$ cat src/usm_pkg.sv
// Shared types, character constants and byte classifiers for the URL span marker.
`default_nettype none

package usm_pkg;

   // Scheme letter limit: default and the largest value the design is sized for.
   localparam int SCHEME_MAX_DEF = 32;
   localparam int SCHEME_MAX_TOP = 60;

   // Count width that covers the queue depth at the largest scheme limit.
   localparam int CNT_W = $clog2(SCHEME_MAX_TOP + 6);

   // Saturation value of the trailing 'w' counter.
   localparam logic [1:0] W_RUN_FULL = 2'd3;

   // Characters that take part in link detection.
   localparam logic [7:0] CH_COLON      = 8'h3A;
   localparam logic [7:0] CH_SLASH      = 8'h2F;
   localparam logic [7:0] CH_PERCENT    = 8'h25;
   localparam logic [7:0] CH_DOT        = 8'h2E;
   localparam logic [7:0] CH_DASH       = 8'h2D;
   localparam logic [7:0] CH_UNDERSCORE = 8'h5F;
   localparam logic [7:0] CH_QUESTION   = 8'h3F;
   localparam logic [7:0] CH_EQUALS     = 8'h3D;
   localparam logic [7:0] CH_W_LOWER    = 8'h77;
   localparam logic [7:0] CH_W_UPPER    = 8'h57;
   localparam logic [7:0] CH_LOWER_A    = 8'h61;
   localparam logic [7:0] CH_LOWER_Z    = 8'h7A;
   localparam logic [7:0] CH_UPPER_A    = 8'h41;
   localparam logic [7:0] CH_UPPER_Z    = 8'h5A;
   localparam logic [7:0] CH_DIGIT_0    = 8'h30;
   localparam logic [7:0] CH_DIGIT_9    = 8'h39;

   // Kind of link the scanner is currently inside.
   typedef enum logic [1:0] {
      LINK_NONE,
      LINK_SCHEME,
      LINK_WWW
   } link_mode_type;

   // Progress through the "://" separator.
   typedef enum logic [1:0] {
      PFX_NONE,
      PFX_COLON,
      PFX_SLASH
   } prefix_type;

   // What one accepted item does to the byte queue.
   typedef struct packed {
      logic [CNT_W-1:0] rel_cnt;    // held bytes released from the front
      logic [CNT_W-1:0] plain_cnt;  // leading released bytes that are plain
      logic             emit;       // the new byte is released at once
      logic             link;       // the new byte lies inside a link
   } decision_type;

   function automatic logic is_alpha(input logic [7:0] b);
      return ((b >= CH_LOWER_A) && (b <= CH_LOWER_Z)) ||
             ((b >= CH_UPPER_A) && (b <= CH_UPPER_Z));
   endfunction

   function automatic logic is_alnum(input logic [7:0] b);
      return is_alpha(b) || ((b >= CH_DIGIT_0) && (b <= CH_DIGIT_9));
   endfunction

   function automatic logic is_w(input logic [7:0] b);
      return (b == CH_W_LOWER) || (b == CH_W_UPPER);
   endfunction

   // Characters allowed inside a link; scheme links accept a few more.
   function automatic logic in_link_set(input logic [7:0] b, input logic scheme);
      logic base_set;
      logic scheme_set;
      base_set   = is_alnum(b) || (b == CH_SLASH) || (b == CH_PERCENT) || (b == CH_DOT);
      scheme_set = (b == CH_DASH) || (b == CH_UNDERSCORE) ||
                   (b == CH_QUESTION) || (b == CH_EQUALS);
      return base_set || (scheme && scheme_set);
   endfunction

endpackage

`default_nettype wire

$ cat src/usm_if.sv
// Valid/ready channel interfaces for text items in and marked items out.
`default_nettype none

interface usm_req_if;
   logic       valid;
   logic       ready;
   logic [7:0] in_byte;
   logic       in_last;

   modport source (output valid, output in_byte, output in_last, input ready);
   modport sink (input valid, input in_byte, input in_last, output ready);
endinterface

interface usm_rsp_if;
   logic       valid;
   logic       ready;
   logic [7:0] out_byte;
   logic       out_link;
   logic       out_last;

   modport source (output valid, output out_byte, output out_link, output out_last,
                   input ready);
   modport sink (input valid, input out_byte, input out_link, input out_last,
                 output ready);
endinterface

`default_nettype wire

$ cat src/usm_scan.sv
// Link scanner: tracks link, separator and letter state and decides each item's release.
`default_nettype none

module usm_scan #(
   parameter int SCHEME_MAX = usm_pkg::SCHEME_MAX_DEF
) (
   input  logic                        clock,
   input  logic                        reset,
   input  logic                        take,
   input  logic [7:0]                  scan_byte,
   input  logic                        scan_last,
   input  logic [usm_pkg::CNT_W-1:0]   hold_cnt,
   output usm_pkg::decision_type       decision
);
   import usm_pkg::*;

   localparam int LETTER_HOLD = (SCHEME_MAX > 3) ? SCHEME_MAX : 3;
   localparam int LR_W        = $clog2(LETTER_HOLD + 1);

   link_mode_type    link_mode_ff, link_mode_in;
   prefix_type       prefix_ff, prefix_in;
   logic [LR_W-1:0]  letter_run_ff, letter_run_in;
   logic [1:0]       w_run_ff, w_run_in;

   logic            b_colon, b_slash, b_dot, b_alpha, b_w;
   logic            in_link, in_set;
   logic            path_link, path_slash, path_scheme;
   logic            judge_clear, judge_www, judge_over;
   logic [LR_W-1:0] eff_letters, keep;
   logic [1:0]      eff_w, w_next;

   // Byte classes and the path the item takes.
   always_comb begin
      b_colon     = (scan_byte == CH_COLON);
      b_slash     = (scan_byte == CH_SLASH);
      b_dot       = (scan_byte == CH_DOT);
      b_alpha     = is_alpha(scan_byte);
      b_w         = is_w(scan_byte);
      in_link     = (link_mode_ff != LINK_NONE);
      in_set      = in_link_set(scan_byte, link_mode_ff == LINK_SCHEME);
      path_link   = in_link && in_set;
      path_slash  = !in_link && (prefix_ff == PFX_COLON) && b_slash;
      path_scheme = !in_link && (prefix_ff == PFX_SLASH) && b_slash;
      // A link exit or a broken separator judges the byte with no letters before it.
      judge_clear = in_link || (prefix_ff != PFX_NONE);
      eff_letters = judge_clear ? '0 : letter_run_ff;
      eff_w       = judge_clear ? '0 : w_run_ff;
      judge_www   = b_dot && (eff_letters >= LR_W'(3)) && (eff_w == W_RUN_FULL);
      judge_over  = (eff_letters == LR_W'(LETTER_HOLD));
      keep        = (letter_run_ff < LR_W'(SCHEME_MAX)) ? letter_run_ff : LR_W'(SCHEME_MAX);
      w_next      = b_w ? ((eff_w == W_RUN_FULL) ? W_RUN_FULL : eff_w + 2'd1) : 2'd0;
   end

   // Next state.
   always_comb begin
      link_mode_in  = link_mode_ff;
      prefix_in     = prefix_ff;
      letter_run_in = letter_run_ff;
      w_run_in      = w_run_ff;
      if (scan_last) begin
         link_mode_in  = LINK_NONE;
         prefix_in     = PFX_NONE;
         letter_run_in = '0;
         w_run_in      = '0;
      end else if (path_link) begin
         link_mode_in = link_mode_ff;
      end else if (path_slash) begin
         prefix_in = PFX_SLASH;
      end else if (path_scheme) begin
         link_mode_in  = LINK_SCHEME;
         prefix_in     = PFX_NONE;
         letter_run_in = '0;
         w_run_in      = '0;
      end else begin
         link_mode_in  = LINK_NONE;
         prefix_in     = PFX_NONE;
         letter_run_in = '0;
         w_run_in      = '0;
         if (b_colon) begin
            prefix_in     = PFX_COLON;
            letter_run_in = eff_letters;
            w_run_in      = eff_w;
         end else if (judge_www) begin
            link_mode_in = LINK_WWW;
         end else if (b_alpha) begin
            letter_run_in = judge_over ? eff_letters : eff_letters + LR_W'(1);
            w_run_in      = w_next;
         end
      end
   end

   // Release decision for the queue.
   always_comb begin
      decision = '0;
      if (path_link) begin
         decision.emit = 1'b1;
         decision.link = 1'b1;
      end else if (path_slash) begin
         decision.emit = 1'b0;
      end else if (path_scheme) begin
         decision.rel_cnt   = hold_cnt;
         decision.plain_cnt = CNT_W'(letter_run_ff - keep);
         decision.emit      = 1'b1;
         decision.link      = 1'b1;
      end else if (b_colon) begin
         decision.rel_cnt   = judge_clear ? hold_cnt : '0;
         decision.plain_cnt = decision.rel_cnt;
      end else if (judge_www) begin
         decision.rel_cnt   = hold_cnt;
         decision.plain_cnt = hold_cnt - CNT_W'(3);
         decision.emit      = 1'b1;
         decision.link      = 1'b1;
      end else if (b_alpha) begin
         if (judge_clear) begin
            decision.rel_cnt = hold_cnt;
         end else begin
            decision.rel_cnt = judge_over ? CNT_W'(1) : '0;
         end
         decision.plain_cnt = decision.rel_cnt;
      end else begin
         decision.rel_cnt   = hold_cnt;
         decision.plain_cnt = hold_cnt;
         decision.emit      = 1'b1;
      end
      // The final byte of the text flushes everything still held as plain text.
      if (scan_last && !decision.emit) begin
         decision.rel_cnt   = hold_cnt;
         decision.plain_cnt = hold_cnt;
         decision.emit      = 1'b1;
         decision.link      = 1'b0;
      end
   end

   // State registers.
   always_ff @(posedge clock) begin
      if (reset) begin
         link_mode_ff  <= LINK_NONE;
         prefix_ff     <= PFX_NONE;
         letter_run_ff <= '0;
         w_run_ff      <= '0;
      end else if (take) begin
         link_mode_ff  <= link_mode_in;
         prefix_ff     <= prefix_in;
         letter_run_ff <= letter_run_in;
         w_run_ff      <= w_run_in;
      end
   end

endmodule

`default_nettype wire

$ cat src/url_span_marker_top.sv
// Top level of the URL span marker: input handshake, byte queue and output stage.
//
// Text enters one byte per item on req_chan (in_byte, in_last). Every byte leaves
// on rsp_chan in its original order with out_link set when it lies inside a
// scheme link ("letters://...") or a www link ("www...."), and out_last set on
// the final byte of a text. Both channels move an item when valid and ready are
// high at a rising clock edge.
// A byte decided at once is queued as decided. Bytes that could still start a
// link (letters, ':' and ":/") stay in the queue until a later byte decides
// them, up to SCHEME_MAX + 2 bytes for a scheme; the final byte of a text
// releases all of them. Throughput is one item per cycle on each side while the
// queue is not full and its head is decided. The queue holds SCHEME_MAX + 5
// bytes (at least 8); req_chan.ready drops only while it is full, which happens
// only when the receiver stalls. The output is taken straight from the queue
// head register, so a stall on rsp_chan never loses or repeats an item.
// Synchronous reset empties the queue and returns the scanner to plain text.
`default_nettype none

module url_span_marker_top #(
   parameter int SCHEME_MAX = usm_pkg::SCHEME_MAX_DEF
) (
   input  logic      clock,
   input  logic      reset,
   usm_req_if.sink   req_chan,
   usm_rsp_if.source rsp_chan
);
   import usm_pkg::*;

   localparam int LETTER_HOLD = (SCHEME_MAX > 3) ? SCHEME_MAX : 3;
   localparam int QUEUE_DEPTH = LETTER_HOLD + 5;
   localparam int CW          = $clog2(QUEUE_DEPTH + 1);

   // Queue entries: index 0 is the output head.
   logic [7:0] ent_byte_ff [QUEUE_DEPTH];
   logic       ent_link_ff [QUEUE_DEPTH];
   logic       ent_last_ff [QUEUE_DEPTH];
   logic [7:0] ent_byte_in [QUEUE_DEPTH];
   logic       ent_link_in [QUEUE_DEPTH];
   logic       ent_last_in [QUEUE_DEPTH];
   logic [7:0] ent_byte_mod [QUEUE_DEPTH];
   logic       ent_link_mod [QUEUE_DEPTH];
   logic       ent_last_mod [QUEUE_DEPTH];

   // Total entries and the decided entries at the front.
   logic [CW-1:0]    cnt_ff, cnt_in;
   logic [CW-1:0]    dec_ff, dec_in;
   logic [CW-1:0]    hold_cnt, rel_cnt, plain_cnt, link_lo, link_hi;
   logic [CNT_W-1:0] hold_wide;
   decision_type     decision;
   logic             take, pop;

   // Handshakes.
   assign req_chan.ready    = (cnt_ff < CW'(QUEUE_DEPTH));
   assign take              = req_chan.valid && req_chan.ready;
   assign rsp_chan.valid    = (dec_ff != '0);
   assign pop               = rsp_chan.valid && rsp_chan.ready;
   assign rsp_chan.out_byte = ent_byte_ff[0];
   assign rsp_chan.out_link = ent_link_ff[0];
   assign rsp_chan.out_last = ent_last_ff[0];

   // Undecided bytes sit behind the decided ones.
   assign hold_cnt  = cnt_ff - dec_ff;
   assign hold_wide = CNT_W'(hold_cnt);

   usm_scan #(
      .SCHEME_MAX (SCHEME_MAX)
   ) u_scan (
      .clock     (clock),
      .reset     (reset),
      .take      (take),
      .scan_byte (req_chan.in_byte),
      .scan_last (req_chan.in_last),
      .hold_cnt  (hold_wide),
      .decision  (decision)
   );

   // Range of released held bytes that turn into link bytes.
   assign rel_cnt   = decision.rel_cnt[CW-1:0];
   assign plain_cnt = decision.plain_cnt[CW-1:0];
   assign link_lo   = dec_ff + plain_cnt;
   assign link_hi   = dec_ff + rel_cnt;

   // Mark link bytes and write the new item at the tail.
   always_comb begin
      for (int i = 0; i < QUEUE_DEPTH; i++) begin
         ent_byte_mod[i] = ent_byte_ff[i];
         ent_link_mod[i] = ent_link_ff[i];
         ent_last_mod[i] = ent_last_ff[i];
         if (take && (CW'(i) >= link_lo) && (CW'(i) < link_hi)) begin
            ent_link_mod[i] = 1'b1;
         end
         if (take && (CW'(i) == cnt_ff)) begin
            ent_byte_mod[i] = req_chan.in_byte;
            ent_link_mod[i] = decision.emit && decision.link;
            ent_last_mod[i] = req_chan.in_last;
         end
      end
   end

   // Shift toward the head when the output item is taken.
   always_comb begin
      for (int i = 0; i < QUEUE_DEPTH - 1; i++) begin
         ent_byte_in[i] = pop ? ent_byte_mod[i + 1] : ent_byte_mod[i];
         ent_link_in[i] = pop ? ent_link_mod[i + 1] : ent_link_mod[i];
         ent_last_in[i] = pop ? ent_last_mod[i + 1] : ent_last_mod[i];
      end
      ent_byte_in[QUEUE_DEPTH - 1] = ent_byte_mod[QUEUE_DEPTH - 1];
      ent_link_in[QUEUE_DEPTH - 1] = ent_link_mod[QUEUE_DEPTH - 1];
      ent_last_in[QUEUE_DEPTH - 1] = ent_last_mod[QUEUE_DEPTH - 1];
   end

   // Count updates.
   always_comb begin
      cnt_in = cnt_ff;
      dec_in = dec_ff;
      if (take) begin
         cnt_in = cnt_ff + CW'(1);
         dec_in = link_hi + CW'(decision.emit);
      end
      if (pop) begin
         cnt_in = cnt_in - CW'(1);
         dec_in = dec_in - CW'(1);
      end
   end

   // Control registers.
   always_ff @(posedge clock) begin
      if (reset) begin
         cnt_ff <= '0;
         dec_ff <= '0;
      end else begin
         cnt_ff <= cnt_in;
         dec_ff <= dec_in;
      end
   end

   // Queue payload registers.
   always_ff @(posedge clock) begin
      for (int i = 0; i < QUEUE_DEPTH; i++) begin
         ent_byte_ff[i] <= ent_byte_in[i];
         ent_link_ff[i] <= ent_link_in[i];
         ent_last_ff[i] <= ent_last_in[i];
      end
   end

endmodule

`default_nettype wire

$ cat src/flat_wrapper.sv
// flat-port wrapper written by rule: the top's interface ports become plain ports
module url_span_marker_top_flat import usm_pkg::*;
#(
   parameter int SCHEME_MAX = usm_pkg::SCHEME_MAX_DEF
)
  (clock, reset, req_chan_valid, req_chan_in_byte, req_chan_in_last, req_chan_ready, rsp_chan_valid, rsp_chan_out_byte, rsp_chan_out_link, rsp_chan_out_last, rsp_chan_ready);
  usm_req_if req_chan_i ();
  usm_rsp_if rsp_chan_i ();
  input  logic clock;
  input  logic reset;
  input wire logic [$bits(req_chan_i.valid)-1:0] req_chan_valid;
  input wire logic [$bits(req_chan_i.in_byte)-1:0] req_chan_in_byte;
  input wire logic [$bits(req_chan_i.in_last)-1:0] req_chan_in_last;
  output wire logic [$bits(req_chan_i.ready)-1:0] req_chan_ready;
  output wire logic [$bits(rsp_chan_i.valid)-1:0] rsp_chan_valid;
  output wire logic [$bits(rsp_chan_i.out_byte)-1:0] rsp_chan_out_byte;
  output wire logic [$bits(rsp_chan_i.out_link)-1:0] rsp_chan_out_link;
  output wire logic [$bits(rsp_chan_i.out_last)-1:0] rsp_chan_out_last;
  input wire logic [$bits(rsp_chan_i.ready)-1:0] rsp_chan_ready;
  assign req_chan_i.valid = req_chan_valid;
  assign req_chan_i.in_byte = req_chan_in_byte;
  assign req_chan_i.in_last = req_chan_in_last;
  assign req_chan_ready = req_chan_i.ready;
  assign rsp_chan_valid = rsp_chan_i.valid;
  assign rsp_chan_out_byte = rsp_chan_i.out_byte;
  assign rsp_chan_out_link = rsp_chan_i.out_link;
  assign rsp_chan_out_last = rsp_chan_i.out_last;
  assign rsp_chan_i.ready = rsp_chan_ready;
  url_span_marker_top #(.SCHEME_MAX(SCHEME_MAX)) u_core (.clock(clock), .reset(reset), .req_chan(req_chan_i), .rsp_chan(rsp_chan_i));
endmodule
$ cat config.mk
export PLATFORM = sky130hd
export DESIGN_NAME = url_span_marker_top_flat
export DESIGN_NICKNAME = d
export VERILOG_FILES = /design/src/usm_pkg.sv /design/src/usm_if.sv /design/src/usm_scan.sv /design/src/url_span_marker_top.sv /design/src/flat_wrapper.sv
export SDC_FILE = /design/constraint.sdc
export NUM_CORES = 1
export LEC_CHECK = 0
export BUFFER_PORTS_ARGS = -buffer_cell sky130_fd_sc_hd__buf_4
export CAP_MARGIN = 20
export CORE_AREA = 2 2 238 240
export CTS_CLUSTER_SIZE = 10
export DETAILED_ROUTE_END_ITERATION = 10
export DIE_AREA = 0 0 240 242
export PLACE_DENSITY = 0.56
export SLEW_MARGIN = 40
export SYNTH_ARGS = -nofsm -noshare
export SYNTH_HDL_FRONTEND = slang
export SYNTH_SLANG_ARGS = --single-unit
$ cat constraint.sdc
create_clock -name clock -period 9.7 [get_ports clock]
set_input_delay 1.455 -clock clock [delete_from_list [all_inputs] [get_ports clock]]
set_output_delay 1.455 -clock clock [all_outputs]
set_load 0.05 [all_outputs]
==> summary.md, run 1 <==
| Metric | Value |
|---|---|
| Post-route design area | `slightly above 20000 um^2` |
| Most common cell after layout, fill and taps aside | `nor2_1` |
| Die ar. | `58100 um^2` |
| Routed Antenna Nets | `0` |
| Post-CTS setup buffers | `0` |
| H-tree Lvls | `2` |
| Worst reg-to-reg path cell count | `16` |
| Worst setup EP type | `register` |
| Number of antenna violations at the first check in global routing | `0` |
| Largest net degree at the start of global routing | `71` |
| Cell Area, Placed | `19000 um^2` |
| Placed Cells | `a little over 3000` |
| First-pass GRT wire length | `92100 um` |
| # rows | `87` |
| Critical Path RT | `10.21 ns` |
| Skew-Pair Late Insertion Delay | `approximately 0.6 ns` |
| Unique masters post-synth | `90` |
| Kind of critical path | `input pin to register` |
| Crit path max fanout | `44` |
| Max-slew violations | `0` |
| Commonest non-fill, non-tap cells in the layout | `750 x nor2_1, 385 x dfxtp_1, 312 x o22ai_1` |
| CTS Buffer Depth | `3` |
| First-pass DRT Iterations | `6` |
| Port-buffer cells | `24` |
| Initial core utilization | `0.327` |
| Die X | `240 um` |
| Final Setup Violations | `0` |
| # Max-Cap Violations | `0` |
| Initial drt markers | `between 1500 and 2000` |
| Top_reg_cell synth | `dfxtp_1` |
| Clock power frac | `0.179` |
| Area growth syn-to-layout | `11.4%` |
| Flop pwr share | `0.316` |
| ANT cells | `0` |
| Slowest cell delay on critical path | `0.71 ns` |
| PostCTS Resize Cnt | `0` |
| Max Freq | `roughly 0.14 GHz` |
| DP Wirelength | `39600 um` |
| Cell internal pwr | `~0.0047 W` |
| DRC | `0` |
| Static leakage | `between 7 and 8 nW` |
| Tot Pwr | `a little under 0.009 W` |
| Die Y | `242 um` |
| Area of the multi-input gates | `between 9000 and 10000 um^2` |
| Layout cell share with drive strength beyond 1 | `0.0667` |
| Reg clk slew, reported paths | `0.06 ns` |
| Sw Share | `0.463` |
| Fin nets | `2368` |
| Total track usage | `0.197` |
| Logic pwr share | `0.505` |
| RSZ-0062 raised after global routing | `no` |
| CTS tree | `yes` |
| Worst setup SP type | `input pin` |
| YS warnings | `0` |
| Synth top area cells | `dfxtp_1 42%, nor2_1 15%, o22ai_1 11%` |
| Power per Cell Area | `432 nW/um^2` |
| Final hold viol count | `0` |
| Arrival time at the worst endpoint | `7.47 ns` |
| CP cell instances | `buf_4 > and4b_1 > or4_1 > a221oi_4 > nand2_1 > o41ai_1 > ha_1 > a211oi_1 > or4b_2 > o2111ai_1 > o31a_1 > or4b_1 > a21oi_2 > a31oi_1 > a211oi_1` |
| Hold depth | `1` |
| Hold buffers post-CTS | `0` |
| Worst path top cell family by delay | `compound AO/OA/AOI/OAI gates` |
| Register area share after synthesis | `0.438` |
| Num CTS Buffers | `46` |
| Critical path depth | `15` |
| Switching power | `0.00407 W` |
| Routed len/inst | `19.0 um` |
| DR vias | `~17000` |
| Placeable Area | `55700 um^2` |
| Clk_skew | `around 0.030 ns` |
| IO Pins | `25` |
| Root Driver | `clkbuf_16` |
| Cell area after synthesis | `18200 um^2` |
| Largest area contributor in the netlist | `dfxtp_1` |
| DRT Wirelength | `approximately 60000 um` |
| Vias in the first global route | `16100` |
| Post-route minimum period | `6.97 ns` |
| Worst-Margin Slew | `0.870 ns` |
| Post-synthesis area per instance | `roughly 7.7 um^2` |
| Final Cycle Share | `0.718` |
| Post-synth EDFFs | `9` |
| Worst path slowest cell | `o41ai_1` |
| Crit-path most repeated cell | `a211oi_1` |
| Setup tns final | `0 ns` |
| Layout Cells excl Fill | `3095` |
| Yosys top cell area share | `0.423` |
| FF+latch area | `7980 um^2` |
| Worst slew margin | `0.419` |
| Synth Instances | `2355` |
| Buf/Inv on CP | `1` |
| Max VDD drop | `just under 0.3 mV` |
| GR Overflow Total | `0` |
| Number of synthesized register bits | `394` |
| CTS sink count | `394` |
| Post-Syn Nets | `2398` |
| Status | `finished, final reports clean` |
| Fill cells | `between 5000 and 6000` |
| Routability cong. | `0.930` |
| Async S/R FF share, synth | `0` |
| Hold crit path type | `register to register` |
| DR vias/cell | `5.55` |
[cell type report]
| class | instances | area share |
|---|---|---|
| repair buffers | 40 | 0.0145 |
| multi-input cells | 1817 | 0.477 |
| inverters | 26 | 0.00481 |
| well taps | 756 | 0.0466 |
| clock inverters | 3 | 0.00185 |
| flip-flops and latches | 394 | 0.393 |
| clock buffers | 59 | 0.0621 |
[Yosys cell counts (8+ instances only)]
library cell and n:
a211oi_1 9, mux2i_1 28, and3_1 10, buf_4 8, ha_1 27, nor3_1 29
a31oi_1 25, clkbuf_1 85, nand3_1 35, nand4_1 22, buf_2 8, buf_1 13
o22ai_1 312, a22oi_1 8, nor2b_1 11, o21ai_0 57, nand2b_1 10, nand2_1 185
xnor2_1 21, dfxtp_1 385, mux2_2 20, nor2_1 751, a21oi_1 99, inv_1 25
xor2_1 11, and2_1 14, edfxtp_1 9
[power groups by stage]
stage / Sequential, W / Clock [W] / Combinational [W]
5_1_grt: 0.00284 / 0.00167 / 0.00482
4_1_cts: 0.00276 / 0.00160 / 0.00434
3_5_place_dp: 0.00279 / 0 / 0.00432
6_report: 0.00278 / 0.00157 / 0.00443
2_1_floorplan: 0.00262 / 0 / 0.00326
3_3_place_gp: 0.00278 / 0 / 0.00425
[final timing paths]
check	slack (ns)	startpoint	end
max	2.73	req_chan_in_byte[4]	u_core.ent_link_ff[0][5]$_DFF_P_
min	0.47	u_core.ent_byte_ff[4][35]$_DFF_P_	u_core.ent_byte_ff[4][35]$_DFF_P_
max reg2reg	3.51	u_core.cnt_ff[2]$_SDFF_PP0_	u_core.ent_link_ff[0][5]$_DFF_P_
min reg2reg	0.47	u_core.ent_byte_ff[4][35]$_DFF_P_	u_core.ent_byte_ff[4][35]$_DFF_P_
[logic make-up (layout without fill, tap and decap cells)]
logic type / after synthesis / in the layout / synth area share
DFF: 394 / 394 / 0.438
adders and majority gates: 30 / 30 / 0.0218
xor gates and xnor gates: 32 / 32 / 0.0154
AOI/OAI and AO/OA: 596 / 596 / 0.210
buffers and inverters: 144 / 128 / 0.0335
muxes: 48 / 48 / 0.0277
and+or+nand+nor: 1111 / 1111 / 0.253
[flip-flops by register name, indices dropped and copies added, names as in the netlist]
signal	flops
u_core.ent_last_ff	37
u_core.cnt_ff	6
u_core.u_scan.letter_run_ff	6
u_core.u_scan.link_mode_ff	2
u_core.dec_ff	6
u_core.ent_byte_ff	296
u_core.u_scan.w_run_ff	2
u_core.u_scan.prefix_ff	2
u_core.ent_link_ff	37
[stage by stage]
step	utilization	setup WS, ns	hold WS (ns)
floorplan	-	3.55	0.450
CTS	0.364	2.87	0.471
global route	0.364	2.40	0.483
global placement	0.340	2.20	0.456
detailed placement	0.341	2.26	0.459
finish	0.364	2.73	0.470
[layer usage]
| metal | track usage | vias to the layer above | wire, um |
|---|---|---|---|
| met5 | 0 | - | 0 |
| met3 | 0.0316 | 98 | 3910 |
| li1 | - | 8295 | - |
| met1 | 0.276 | 8175 | 26800 |
| met4 | 0.0667 | 0 | 1630 |
| met2 | 0.307 | 617 | 26600 |
(Power assumes the default switching activity.)
==> run 2: changes to the inputs <==
==> constraint.sdc (replaced) <==
create_clock -name clock -period 6.8 [get_ports clock]
set_input_delay 1.02 -clock clock [delete_from_list [all_inputs] [get_ports clock]]
set_output_delay 1.02 -clock clock [all_outputs]
set_load 0.05 [all_outputs]
==> run 2 against run 1 <==
Against the previous run:
- combinational power rose by 44%
- register-to-register slack got worse by 2.9 ns
- via count fell by 0.30%
- global-route usage fell by 0.099 points
- sequential share of layout area fell by 0.35 points
- sequential power rose by 43%
- non-clock buffer count rose by 13
- hold slack got worse by 0.0020 ns
- power rose by 45%
==> summary.md, run 2 (same netlist as run 1, synthesis figures left out) <==
| Metric | Value |
|---|---|
| Status | `finished, final reports clean` |
| Power per Cell Area | `621 nW/um^2` |
| Layout Cells excl Fill | `3112` |
| Internal reg-to-reg setup slack | `a little over 0.6 ns` |
| Cell internal pwr | `0.00684 W` |
| Port-buffer cells | `24` |
| GR Overflow Total | `0` |
| Routability cong. | `0.941` |
| Clk_skew | `0.0308 ns` |
| DRT Wirelength | `~60000 um` |
| Most common cell after layout, fill and taps aside | `nor2_1` |
| Num CTS Buffers | `47` |
| # rows | `87` |
| Die ar. | `58100 um^2` |
| DR vias | `17100` |
| Vias in the first global route | `about 16000` |
| Final Cycle Share | `0.922` |
| Skew-Pair Late Insertion Delay | `around 0.60 ns` |
| Fin nets | `roughly 2400` |
| Initial drt markers | `~1600` |
| Worst Hold Endpoint | `u_core.ent_byte_ff[4][33]$_DFF_P_` |
| ANT cells | `0` |
| First-pass GRT wire length | `roughly 92000 um` |
| Number of antenna violations at the first check in global routing | `0` |
| Sw Share | `0.463` |
| Initial core utilization | `0.327` |
| Root Driver | `clkbuf_16` |
| Switching power | `0.00589 W` |
| DP Wirelength | `approximately 40000 um` |
| CTS sink count | `approximately 390` |
| Worst setup SP type | `input pin` |
| IO Pins | `25` |
| DR vias/cell | `5.51` |
| Hold crit path type | `register to register` |
| Critical Path RT | `7.29 ns` |
| Clock power frac | `0.185` |
| Reg clk slew, reported paths | `0.06 ns` |
| PostCTS Resize Cnt | `0` |
| Max reg flops | `~300` |
| Max-slew violations | `0` |
| DRC | `0` |
| Layout cell share with drive strength beyond 1 | `0.0717` |
| CTS Buffer Depth | `3` |
| Area growth syn-to-layout | `12.4%` |
| Routed len/inst | `18.8 um` |
| First-pass DRT Iterations | `6` |
| Total track usage | `0.196` |
| Hold Crit Start | `u_core.ent_byte_ff[4][33]$_DFF_P_` |
| CTS tree | `yes` |
| Register ranked first by flip-flop count | `u_core.ent_byte_ff` |
| Worst setup EP type | `register` |
| Worst reg-to-reg path cell count | `19` |
| Hold depth | `1` |
| Flop pwr share | `0.312` |
| H-tree Lvls | `2` |
| Routed Antenna Nets | `0` |
| Worst slew margin | `0.420` |
| Worst-Margin Slew | `0.869 ns` |
| Largest net degree at the start of global routing | `70` |
| Hold buffers post-CTS | `0` |
| Die X | `between 200 and 250 um` |
| Die Y | `242 um` |
| # Max-Cap Violations | `0` |
| Arrival time at the worst endpoint | `about 6.8 ns` |
| Reg-to-Reg Start | `u_core.cnt_ff[0]$_SDFF_PP0_` |
| Placeable Area | `55700 um^2` |
| Kind of critical path | `input pin to register` |
| RSZ-0062 raised after global routing | `no` |
| Post-CTS setup buffers | `0` |
| Final Setup Violations | `0` |
| Placed Cells | `3044` |
| Tot Pwr | `0.0127 W` |
| Post-route minimum period | `approximately 6.3 ns` |
| Max Freq | `roughly 0.16 GHz` |
| Setup tns final | `0 ns` |
| Biggest registers after layout | `u_core.ent_byte_ff x296, u_core.ent_last_ff x37, u_core.ent_link_ff x37` |
| Final hold viol count | `0` |
| Max VDD drop | `0.346 mV` |
| Crit path max fanout | `11` |
| Logic pwr share | `0.503` |
| Reg2reg end | `u_core.ent_link_ff[0][5]$_DFF_P_` |
| Commonest non-fill, non-tap cells in the layout | `750 x nor2_1, 385 x dfxtp_1, 312 x o22ai_1` |
| Static leakage | `7.88 nW` |
run 2: power by group through the flow:
stage | clock network, W | registers, W | logic, W
finish | 0.00235 | 0.00397 | 0.00640
global route | 0.00249 | 0.00405 | 0.00701
CTS | 0.00241 | 0.00395 | 0.00628
detailed placement | 0 | 0.00398 | 0.00624
global placement | 0 | 0.00397 | 0.00615
floorplan | 0 | 0.00374 | 0.00465
run 2: area by class of cell:
type / instances / area [um^2]
multi-input combinational: 1817 / 9670
clock inverter: 6 / 120
clock buffer: 60 / 1260
fill: 5703 / 35200
timing repair buffer: 53 / 408
sequential: 394 / 7980
inverter: 26 / 97.6
tap: 756 / 946
run 2: metal layers:
metal  up-vias  global-route usage  part of all wire
met5         -                   0                 0
met4         0              0.0555             0.025
li1       8357                   -                 -
met2       581               0.311              0.45
met1      8094               0.269              0.46
met3       101              0.0387             0.070
run 2: worst max-delay path by stage:
stage                        start                               end  slack, ns
6_report       req_chan_in_byte[1]  u_core.ent_link_ff[0][5]$_DFF_P_       0.53
5_1_grt        req_chan_in_byte[1]  u_core.ent_link_ff[0][5]$_DFF_P_       0.24
4_1_cts        req_chan_in_byte[1]  u_core.ent_link_ff[0][5]$_DFF_P_       0.65
3_5_place_dp   req_chan_in_byte[1]  u_core.ent_link_ff[0][5]$_DFF_P_       0.06
3_3_place_gp   req_chan_in_byte[1]  u_core.ent_link_ff[0][5]$_DFF_P_       0.23
2_1_floorplan  req_chan_in_byte[2]  u_core.ent_link_ff[3][5]$_DFF_P_       1.08
run 2: critical path, stage by stage:
cell       delay (ns)
buf_4            0.15
or4_4            0.54
o221a_4          0.32
a221oi_4         0.47
nand2_1          0.19
o41ai_1          0.70
ha_1             0.37
a211oi_1         0.47
or4b_2           0.21
o2111ai_1        0.26
o31a_1           0.21
or4b_1           0.68
a21oi_2          0.64
a31oi_1          0.24
a211oi_1         0.28
run 2: through the flow:
stage | hold WS (ns) | util | instance area [um^2] | setup slack [ns]
5_1_grt | 0.486 | 0.368 | 20500 | 0.238
3_3_place_gp | 0.455 | 0.342 | 19000 | 0.230
6_report | 0.468 | 0.368 | 20500 | 0.529
4_1_cts | 0.471 | 0.367 | 20400 | 0.650
2_1_floorplan | 0.450 | - | 18200 | 1.08
3_5_place_dp | 0.458 | 0.342 | 19100 | 0.0614
==> run 3: changes to the inputs <==
--- a/config.mk
+++ b/config.mk
@@ -5,12 +5,12 @@
 export SDC_FILE = /design/constraint.sdc
 export NUM_CORES = 1
 export LEC_CHECK = 0
-export BUFFER_PORTS_ARGS = -buffer_cell sky130_fd_sc_hd__buf_4
 export CAP_MARGIN = 20
 export CORE_AREA = 2 2 238 240
 export CTS_CLUSTER_SIZE = 10
 export DETAILED_ROUTE_END_ITERATION = 10
 export DIE_AREA = 0 0 240 242
+export DONT_BUFFER_PORTS = 1
 export PLACE_DENSITY = 0.56
 export SLEW_MARGIN = 40
 export SYNTH_ARGS = -nofsm -noshare
==> run 3 against run 2 <==
Against the previous run:
- largest power group unchanged
- critical endpoint unchanged
- hold slack improved by 0.0053 ns
- die area stayed put
- fmax is 3.7% higher
- global-route usage increased by 0.17 points
- power fell by 1.5%
- design area is 1.4% lower
- utilization fell by 0.51 points
- critical path type unchanged
- critical path depth stayed put
- clock skew hardly changed
- sequential power rose by 2%
- count of clock-buffer cells in the layout shrank 3
==> summary.md, run 3 (same netlist as run 1, synthesis figures left out) <==
| Metric | Value |
|---|---|
| Port-buffer cells | `0` |
| Critical Path RT | `7.30 ns` |
| CTS tree | `yes` |
| Post-route design area | `20200 um^2` |
| Max Freq | `between 0.15 and 0.2 GHz` |
| Fill cells | `5755` |
| Fin nets | `roughly 2400` |
| Slowest cell delay on critical path | `0.66 ns` |
| Hold crit path type | `register to register` |
| CP cell instances | `or4_4 > o221a_4 > a221oi_4 > and3_4 > a21oi_1 > a2111oi_0 > ha_1 > a211oi_1 > or4b_2 > o2111ai_1 > nor4_1 > or4b_1 > a21oi_2 > a31oi_1 > a211oi_1` |
| Final hold viol count | `0` |
| First-pass DRT Iterations | `5` |
| Cell Area, Placed | `18800 um^2` |
| GR Overflow Total | `0` |
| Clk_skew | `0.0310 ns` |
| Initial drt markers | `1252` |
| Hold buffers post-CTS | `0` |
| # Max-Cap Violations | `0` |
| Initial core utilization | `0.327` |
| IO Pins | `25` |
| Vias in the first global route | `16200` |
| Post-CTS setup buffers | `0` |
| Hold depth | `1` |
| Root Driver | `clkbuf_16` |
| DRT Wirelength | `58500 um` |
| Largest net degree at the start of global routing | `64` |
| Placeable Area | `55700 um^2` |
| Num CTS Buffers | `between 40 and 50` |
| Die Y | `242 um` |
| Number of antenna violations at the first check in global routing | `0` |
| Worst Hold Endpoint | `u_core.ent_byte_ff[4][34]$_DFF_P_` |
| Die ar. | `58100 um^2` |
| Worst-Margin Slew | `0.846 ns` |
| Commonest non-fill, non-tap cells in the layout | `751 x nor2_1, 385 x dfxtp_1, 312 x o22ai_1` |
| Routed len/inst | `19.0 um` |
| Reg-to-Reg Start | `u_core.cnt_ff[0]$_SDFF_PP0_` |
| Worst setup EP type | `register` |
| DR vias/cell | `5.54` |
| Layout cell share with drive strength beyond 1 | `0.0599` |
| Crit path max fanout | `47` |
| Status | `finished, final reports clean` |
| Biggest registers after layout | `u_core.ent_byte_ff x296, u_core.ent_last_ff x37, u_core.ent_link_ff x37` |
| Placed Cells | `approximately 3000` |
| First-pass GRT wire length | `92300 um` |
| Max-slew violations | `0` |
| H-tree Lvls | `2` |
| Most common cell after layout, fill and taps aside | `nor2_1` |
| Arrival time at the worst endpoint | `6.55 ns` |
| Reg2reg end | `u_core.ent_link_ff[0][5]$_DFF_P_` |
| # rows | `87` |
| Total track usage | `0.198` |
| Worst reg-to-reg path cell count | `19` |
| PostCTS Resize Cnt | `0` |
| DR vias | `17100` |
| Final Setup Violations | `0` |
| Power per Cell Area | `620 nW/um^2` |
| Routability cong. | `0.935` |
| CTS sink count | `394` |
| Max reg flops | `296` |
| DRC | `0` |
| Crit-path most repeated cell | `a211oi_1` |
| Worst slew margin | `0.436` |
| DP Wirelength | `39900 um` |
| Final Cycle Share | `0.889` |
| Static leakage | `7.71 nW` |
| ANT cells | `0` |
| Hold Crit Start | `u_core.ent_byte_ff[4][34]$_DFF_P_` |
| Worst path slowest cell | `or4b_2` |
| Skew-Pair Late Insertion Delay | `0.61 ns` |
| Max VDD drop | `0.312 mV` |
| Setup tns final | `0 ns` |
| Register ranked first by flip-flop count | `u_core.ent_byte_ff` |
| Worst setup SP type | `input pin` |
| Reg clk slew, reported paths | `0.06 ns` |
| Die X | `240 um` |
| Layout Cells excl Fill | `3077` |
| Area growth syn-to-layout | `10.9%` |
| Internal reg-to-reg setup slack | `roughly 0.79 ns` |
| Post-route minimum period | `6.05 ns` |
| CTS Buffer Depth | `3` |
| RSZ-0062 raised after global routing | `no` |
| Kind of critical path | `input pin to register` |
| Routed Antenna Nets | `0` |
==> run 3: layout make-up <==
cell class / count / area [um^2] / area share
clock inverters: 6 / 85.1 / 0.00421
inverters: 26 / 97.6 / 0.00483
flip-flops and latches: 394 / 7980 / 0.395
multi-input cells: 1817 / 9690 / 0.479
clock buffers: 57 / 1250 / 0.0621
repair buffers: 21 / 158 / 0.00780
well taps: 756 / 946 / 0.0468
==> run 3: worst max path at each step <==
stage | from | endpoint | slack [ns] | cells after the start
6_report | req_chan_in_byte[1] | u_core.ent_link_ff[0][5]$_DFF_P_ | 0.75 | 15
2_1_floorplan | req_chan_in_byte[2] | u_core.ent_link_ff[3][5]$_DFF_P_ | 1.08 | 19
3_3_place_gp | req_chan_in_byte[1] | u_core.ent_link_ff[0][5]$_DFF_P_ | 0.45 | 14
4_1_cts | u_core.cnt_ff[0]$_SDFF_PP0_ | u_core.ent_link_ff[0][5]$_DFF_P_ | 0.85 | 19
3_5_place_dp | req_chan_in_byte[1] | u_core.ent_link_ff[0][5]$_DFF_P_ | 0.26 | 15
5_1_grt | u_core.cnt_ff[0]$_SDFF_PP0_ | u_core.ent_link_ff[0][5]$_DFF_P_ | 0.37 | 19
==> run 3: critical path, delay by kind of cell <==
family,cells,cell delay (ns)
AOI/OAI and AO/OA,9,2.87
and+or+nand+nor,5,2.32
adders and majority gates,1,0.32
==> run 3: power by group <==
part	internal [W]	switching, W	total [W]
Clock	0.00129	0.000972	0.00226
Sequential	0.00334	0.000708	0.00405
Combinational	0.00206	0.00416	0.00621
Total	0.00669	0.00584	0.0125
==> run 3: metal layers <==
| metal | global-route usage | vias to the layer above | wire, um |
|---|---|---|---|
| met3 | 0.0292 | 128 | 3530 |
| met5 | 0 | - | 0 |
| met1 | 0.267 | 8061 | 26300 |
| met4 | 0.0800 | 0 | 2310 |
| li1 | - | 8291 | - |
| met2 | 0.316 | 572 | 26300 |
==> run 3: through the flow <==
stage / setup WS [ns] / power, W / util / hold slack [ns]
6_report: 0.752 / 0.0125 / 0.363 / 0.474
5_1_grt: 0.372 / 0.0133 / 0.363 / 0.483
4_1_cts: 0.848 / 0.0124 / 0.362 / 0.470
3_5_place_dp: 0.264 / 0.0101 / 0.338 / 0.459
3_3_place_gp: 0.451 / 0.0100 / 0.338 / 0.455
2_1_floorplan: 1.08 / 0.00839 / - / 0.450
